--- src/design/ksr_queue.sv ---
// Two-entry queue of window snapshots between front and back end.
// No package dependencies.
`timescale 1ns / 1ps
`default_nettype none
module ksr_queue #(
  parameter int WIDTH = 883
) (
  input  wire logic             clk,
  input  wire logic             rst,
  input  wire logic             push,
  input  wire logic [WIDTH-1:0] push_data,
  output logic                  full,
  output logic                  q_valid,
  output logic [WIDTH-1:0]      q_data,
  input  wire logic             pop
);

  logic [WIDTH-1:0] entry [2];
  logic             wr_ptr, rd_ptr;
  logic [1:0]       count;

  assign full    = (count == 2'd2);
  assign q_valid = (count != 2'd0);
  assign q_data  = entry[rd_ptr];

  always_ff @(posedge clk) begin
    if (push) begin
      entry[wr_ptr] <= push_data;
    end
  end

  always_ff @(posedge clk) begin
    if (rst) begin
      wr_ptr <= 1'b0;
      rd_ptr <= 1'b0;
      count  <= '0;
    end else begin
      if (push) begin
        wr_ptr <= !wr_ptr;
      end
      if (pop) begin
        rd_ptr <= !rd_ptr;
      end
      count <= count + {1'b0, push} - {1'b0, pop};
    end
  end

  a_no_overflow: assert property (@(posedge clk) disable iff (rst)
    (push |-> !full) and (pop |-> q_valid))
    else $error("queue overflow or underflow");

endmodule
`default_nettype wire

--- config.mk ---
export PLATFORM = sky130hd
export DESIGN_NAME = ksr_queue
export DESIGN_NICKNAME = d
export VERILOG_FILES = /design/src/design/ksr_queue.sv
export SDC_FILE = /design/constraint.sdc
export NUM_CORES = 1
export LEC_CHECK = 0
export BUFFER_PORTS_ARGS = -buffer_cell sky130_fd_sc_hd__buf_2
export CAP_MARGIN = 20
export CELL_PAD_IN_SITES_DETAIL_PLACEMENT = 1
export CELL_PAD_IN_SITES_GLOBAL_PLACEMENT = 1
export CORE_AREA = 2 2 694 696
export CTS_CLUSTER_DIAMETER = 50
export DETAILED_ROUTE_END_ITERATION = 10
export DIE_AREA = 0 0 696 698
export GPL_TIMING_DRIVEN = 1
export HOLD_SLACK_MARGIN = 0.12
export PLACE_DENSITY = 0.32
export SYNTH_ARGS = -nofsm -noshare
export SYNTH_HDL_FRONTEND = slang
export SYNTH_SLANG_ARGS = --single-unit
--- constraint.sdc ---
create_clock -name clk -period 54.8 [get_ports clk]
set_input_delay 2.74 -clock clk [delete_from_list [all_inputs] [get_ports clk]]
set_output_delay 2.74 -clock clk [all_outputs]
set_load 0.01 [all_outputs]
==> out/results.ini, run 1 <==
[power_and_ir_drop]
p_per_area_mw_per_mm2 = 44.0
irDropWorstVdd_v = 0.0000271
p_leak_uw = 0.0324

[global_route]
grt_overflow = 0
grt_max_degree = 131
grt_pass1_wl_mm = 405
grt_util_all_layers = 0.126
grt_pass1_vias = 39700
grt_antenna_before_repair = 358

[timing]
rsz0062_at_grt = no
slew_headroom = 0.249
fin_worst_skew_ns = 0.100
hold_viol = 0
clock.fmax_ghz = 0.119
final-max-slew-violation-count = 0
fin_crit_ns = 8.37
final.period_utilization = 0.153
worst_pin_slew_ns = 1.13
fin_setup_tns_ns = 0
holdWs_ns = 0.526
layout_setup_ws_ns = 46.43
setup_viol = 0

[cells_and_area]
fillCellCount = 52200
layout.nets = 5688
area_growth_pct = 42.3
layout.cells.non_filler = 11500
final_util = 0.191
drive_gt1_frac = 0.633

[drt]
vias = 36900
avgRoutedWirePerCell_um = 27.7
drtAntennaViolNets = 0
routed_wirelength_mm = 319
drt-vias-per-instance = 3.20
drc_errors = 0
detail_route.iter0.violations = 2111
drt_pass1_iterations = 5

[outcome]
outcome = completed

[clock_tree]
clkSlewWorstSetupHoldPaths_ns = 0.05
clock_sinks = 1771
post_cts_buffers = 0
hold_buffers = 0
htreeDepth = 5
tritoncts = yes
cts_buffers = 313
clk_latency_ns = 0.93
cts_root_buffer = clkbuf_16
cts_resized = 0
clockBufferDepth = 4

[worst_setup_path]
cp_common_cell = buf_4
end_kind = output pin
r2r_slack_ns = 49.73
slowest_stage = buf_4
timing.rr.start = wr_ptr$_SDFFE_PP0P_
cp.required_ns = 52.06
critical_path.top_delay_family = buffers and inverters
start_kind = flop
path_cells = buf_4 > buf_4 > buf_4 > buf_4 > mux2_2 > buf_2
slowest_delay_ns = 0.90
crit_buf_inv = 5
reg2reg_to = entry[1][235]$_DFFE_PP_
crit_fanout = 72
rr_worst_depth = 5
cp.arrival_ns = 5.63
path_class = flop to output pin

[min_path]
hold_path.class = flop to flop
holdPathStages = 2
hp-start = rd_ptr$_SDFFE_PP0P_

[synthesis]
synthTopCellsByArea = edfxtp_1, mux2_2, buf_6
yosysSeqAreaShare = 0.826
synth_edf_count = 1766
synth_common_cells = edfxtp_1, mux2_2, buf_6, dfxtp_1, nor2_1
synth-main-ff-cell = edfxtp_1
synthMostInstantiatedCell = edfxtp_1
yosysTopAreaCell = edfxtp_1
synthArstFlopShare = 0
ys_warn_count = 0
ys_seq_elements = 1771
syn_area_mm2 = 0.0643
postSynthCellCount = 2768
syn_avg_cell_area_um2 = 23.2
yosys.area.top_type_share = 0.825
synth_nets = 3657
ys_types = 13

[placed_design]
dp.cells = 10900
dpl.hpwl_mm = 252
gp_congestion = 0.842
pre_cts_ws_ns = 47.10
portBuffers = 1771

[die]
core_area_mm2 = 0.478
die-area_mm2 = 0.486
rows = 254
ios = 1772
die_w_um = 696
start_util = 0.135
die_h_um = 698

[job]
max_cap_viol_count = 0

==> cell families after synthesis <==
family                     share of synthesized area
buffers and inverters                         0.0172
and+or+nand+nor                             0.000720
xor gates and xnor gates                    0.000623
muxes                                          0.155
adders and majority gates                   0.000389
DFF                                            0.826
==> per-layer routing <==
layer  wire length, um  vias to the layer above  GRT usage
li1                  -                    15400          -
met1            108000                    18500      0.124
met2            165000                     1856      0.233
met3             33500                      967     0.0597
met4             11700                      160     0.0360
met5              1020                        -          0
==> state kept, by name (all words and copies together) (netlist names), named ones only <==
name / flops
entry: 1766
count: 2
rd_ptr: 1
wr_ptr: 1
==> area by class of cell <==
class                           count  area [um^2]  area share
Antenna cell                       72          180     0.00197
Clock buffer                      353         8000      0.0875
Clock inverter                    219         2810      0.0307
Inverter                            2         7.51   0.0000821
Multi-Input combinational cell    897        10100       0.110
Sequential cell                  1771        53100       0.581
Tap cell                         6400         8010      0.0876
Timing Repair Buffer             1814         9250       0.101
==> worst max-delay path by stage <==
stage                     startpoint                      end  slack (ns)  cells after the start
after floorplan                 push    entry[0][0]$_DFFE_PP_       12.00                      1
after global placement          push  entry[1][686]$_DFFE_PP_       47.07                      6
after detailed placement        flop              q_data[784]       47.10                      6
after CTS                       flop              q_data[697]       45.95                      6
after global routing            flop              q_data[697]       45.90                      6
final                           flop              q_data[264]       46.43                      6
==> layout by cell type (no fill, tap or decap) <==
| cell type | n |
|---|---|
| clkinv_2 | 48 |
| buf_4 | 37 |
| xnor3_1 | 1 |
| buf_2 | 1771 |
| inv_6 | 22 |
| clkinvlp_4 | 31 |
| edfxtp_1 | 1766 |
| clkbuf_1 | 39 |
| nor2b_1 | 2 |
| nor2b_4 | 1 |
| dfxtp_4 | 1 |
| buf_6 | 1 |
| nor2_1 | 4 |
| dfxtp_1 | 4 |
| clkinv_1 | 33 |
| xnor2_1 | 2 |
| or2_2 | 1 |
| clkinv_4 | 21 |
| mux2_2 | 883 |
| ha_1 | 2 |
| bufinv_16 | 44 |
| clkbuf_16 | 314 |
| clkinv_16 | 13 |
| inv_16 | 2 |
| buf_12 | 5 |
| clkinv_8 | 5 |
| diode_2 | 72 |
| and2_4 | 1 |
| inv_1 | 2 |
==> worst register-to-register path, cell delays in order (launching register included) <==
cell and delay (ns):
dfxtp_1 0.40, and2_4 0.75, buf_4 0.80, buf_4 0.76, buf_4 0.90, buf_4 0.91
==> metrics by stage <==
stage	power [uW]	area (um^2)
6_report	4020	91500
5_1_grt	4180	91300
4_1_cts	4110	91300
3_5_place_dp	2060	80500
3_3_place_gp	2060	80500
2_1_floorplan	1920	64300
==> power by group <==
| group | internal, uW | switching (uW) |
|---|---|---|
| Sequential | 1590 | 21.7 |
| Clock | 1270 | 737 |
| Combinational | 146 | 256 |
| Total | 3010 | 1020 |
Note: power is estimated with default switching activity, not from simulation.
==> run 2: changes to the inputs <==
Settings changed: ABC_AREA from default to 1, CORE_AREA 2 2 694 696 to 2 2 686 688, DIE_AREA 0 0 696 698 to 0 0 688 690, PLACE_DENSITY 0.32 to 0.34.
Clock period 54.8 ns to 6.73 ns, I/O delays scaled along.
==> out/results.ini, run 2 <==
[outcome]
outcome = completed

[die]
rows = 251  ; -1.2%
ios = 1772  ; unchanged
core_area_mm2 = 0.467  ; -2.3%
die_w_um = 688  ; -1.1%
die-area_mm2 = 0.475  ; -2.3%
die_h_um = 690  ; -1.1%
start_util = 0.138  ; +0.00318

[drt]
drt_pass1_iterations = 7  ; +2
routed_wirelength_mm = 341  ; +6.9%
avgRoutedWirePerCell_um = 26.9  ; -3.0%
vias = 42400  ; +15%
drc_errors = 0  ; unchanged
detail_route.iter0.violations = 2225  ; +5.4%
drtAntennaViolNets = 0  ; unchanged
drt-vias-per-instance = 3.34  ; +4.1%

[timing]
hold_viol = 0  ; unchanged
fin_crit_ns = 3.83
fin_setup_tns_ns = 0  ; unchanged
fin_worst_skew_ns = 0.0645  ; -0.0357 ns
slew_headroom = 0.178  ; -0.0716
rsz0062_at_grt = no
setup_viol = 0  ; unchanged
final.period_utilization = 0.570
worst_pin_slew_ns = 1.23  ; +0.107 ns
clock.fmax_ghz = 0.261
holdWs_ns = 0.215  ; -0.311 ns
final-max-slew-violation-count = 0  ; unchanged

[global_route]
grt_antenna_before_repair = 240  ; -33%
grt_util_all_layers = 0.139  ; +0.0130
grt_pass1_vias = 46000  ; +16%
top_usage_layer = met2
grt_overflow = 0  ; unchanged
grt_pass1_wl_mm = 444  ; +9.5%
use_met1 = 0.157  ; +0.0324
grt_max_degree = 124  ; -5.3%
grt_use_met2 = 0.245  ; +0.0120
use_met3 = 0.0485  ; -0.0112

[clock_tree]
cts_root_buffer = clkbuf_16
htreeDepth = 5  ; unchanged
cts_buffers = 311  ; -0.64%
clk_latency_ns = 0.92  ; about the same
clock_sinks = 1771  ; unchanged
tritoncts = yes
clkSlewWorstSetupHoldPaths_ns = 0.05  ; about the same
cts_resized = 0  ; unchanged
clockBufferDepth = 4  ; unchanged

[synthesis]
ys_types = 13  ; unchanged
synth_common_cells = edfxtp_1, mux2_2, buf_6, inv_1, nor2_1
yosys.area.top_type_share = 0.825  ; about the same
postSynthCellCount = 2778  ; +0.36%
synthMostInstantiatedCell = edfxtp_1
synthArstFlopShare = 0  ; unchanged
syn_area_mm2 = 0.0643  ; about the same
ys_warn_count = 0  ; unchanged
synthTopCellsByArea = edfxtp_1, mux2_2, buf_6
yosysSeqAreaShare = 0.826  ; about the same
yosysTopAreaCell = edfxtp_1
syn_avg_cell_area_um2 = 23.1  ; -0.35%
synth_nets = 3667  ; +0.27%
ys_seq_elements = 1771  ; unchanged
synth-main-ff-cell = edfxtp_1
synth_edf_count = 1766  ; unchanged

[worst_setup_path]
start_kind = flop
r2r_slack_ns = 4.27  ; -45.46 ns
cp.arrival_ns = 3.50  ; -2.13 ns
timing.rr.start = wr_ptr$_SDFFE_PP0P_
reg2reg_to = entry[0][826]$_DFFE_PP_
cp.required_ns = 6.39  ; -45.67 ns
crit_fanout = 115  ; +60%
end_kind = output pin
rr_worst_depth = 3  ; -2
critical_path.endpoint = q_data[827]
path_class = flop to output pin

[cells_and_area]
area_growth_pct = 62.5
final_cell_mix = buf_2, edfxtp_1, dlygate4sd3_1
largest_register_ff_count = 1766  ; unchanged
reg_top3 = entry x1766, count x2
drive_gt1_frac = 0.499  ; -0.134
design_area_mm2 = 0.105  ; +14%
final_util = 0.224  ; +0.0325
final_common_cell = buf_2
largest-register = entry
layout.nets = 7047  ; +24%

[min_path]
hold_path.class = input port to flop

[power_and_ir_drop]
p_leak_uw = 0.0379  ; +17%
irDropWorstVdd_v = 0.000201  ; +640%
p_per_area_mw_per_mm2 = 313  ; +610%

[job]
max_cap_viol_count = 0  ; unchanged

[placed_design]
gp_congestion = 0.874  ; +3.9%
portBuffers = 1771  ; unchanged
dpl.hpwl_mm = 269  ; +6.7%
placed_area_mm2 = 0.0805  ; about the same

## run 2: cell types whose count changed after synthesis, sizes merged, moves of 3 or more
cell / change
inv: +6
nand2: +5
nor2: +3
nor2b: -3
## run 2: worst min-delay path by stage
stage,depth (start not counted),endpoint,from,slack (ns)
after CTS,2,entry[1][334]$_DFFE_PP_,push_data[334],0.12
after global routing,2,entry[1][176]$_DFFE_PP_,push_data[176],0.15
after global placement,2,rd_ptr$_SDFFE_PP0P_,rd_ptr$_SDFFE_PP0P_,0.50
after detailed placement,2,rd_ptr$_SDFFE_PP0P_,rd_ptr$_SDFFE_PP0P_,0.52
final,2,entry[1][176]$_DFFE_PP_,push_data[176],0.21
after floorplan,1,count[0]$_SDFF_PP0_,rst,0.41
## run 2: final cells by class
| class | count | area, um^2 |
|---|---|---|
| diodes | 94 | 235 |
| well taps | 6198 | 7750 |
| fillers | 50900 | 362000 |
| repair buffers | 3165 | 22900 |
| multi-input cells | 901 | 10000 |
| flip-flops and latches | 1771 | 53100 |
| clock buffers | 358 | 8150 |
| inverters | 8 | 46.3 |
| clock inverters | 209 | 2230 |
## run 2: what timing repair did
| action | in CTS | in global routing |
|---|---|---|
| buffers inserted | 0 | 0 |
| hold buffers | 1337 | 0 |
| hold endpoints to repair | 1771 | 0 |
## run 2: metrics by stage
step           setup slack [ns]  std cells  power [uW]
6_report                   2.90      12700       32700
5_1_grt                    2.72      12600       33900
4_1_cts                    2.72      12600       33400
3_5_place_dp               3.77      10700       16500
3_3_place_gp               3.79      10700       16500
2_1_floorplan             -7.39       2778       14800
## run 2: kinds of logic after synthesis
logic type,after synthesis,share of synthesized area
adders and majority gates,2,0.000389
buffers and inverters,106,0.0175
xor gates and xnor gates,1,0.000136
muxes,883,0.155
DFF,1771,0.826
and+or+nand+nor,14,0.000856
AOI/OAI and AO/OA,1,0.0000778
## run 2: per-layer routing
metal  vias to the layer above  share of wire
met3                       627          0.088
met2                      1793           0.50
met4                       122          0.034
met5                         -         0.0023
met1                     21600           0.38
li1                      18200              -
## run 2: power breakdown
group	internal, uW	switching (uW)
logic	1670	2270
registers	12800	155
clock network	9910	5870
## run 2: critical path: stages, from the launching register on
cell	delay, ns
dfxtp_4	0.89
buf_12	0.38
mux2_2	0.52
buf_2	0.18
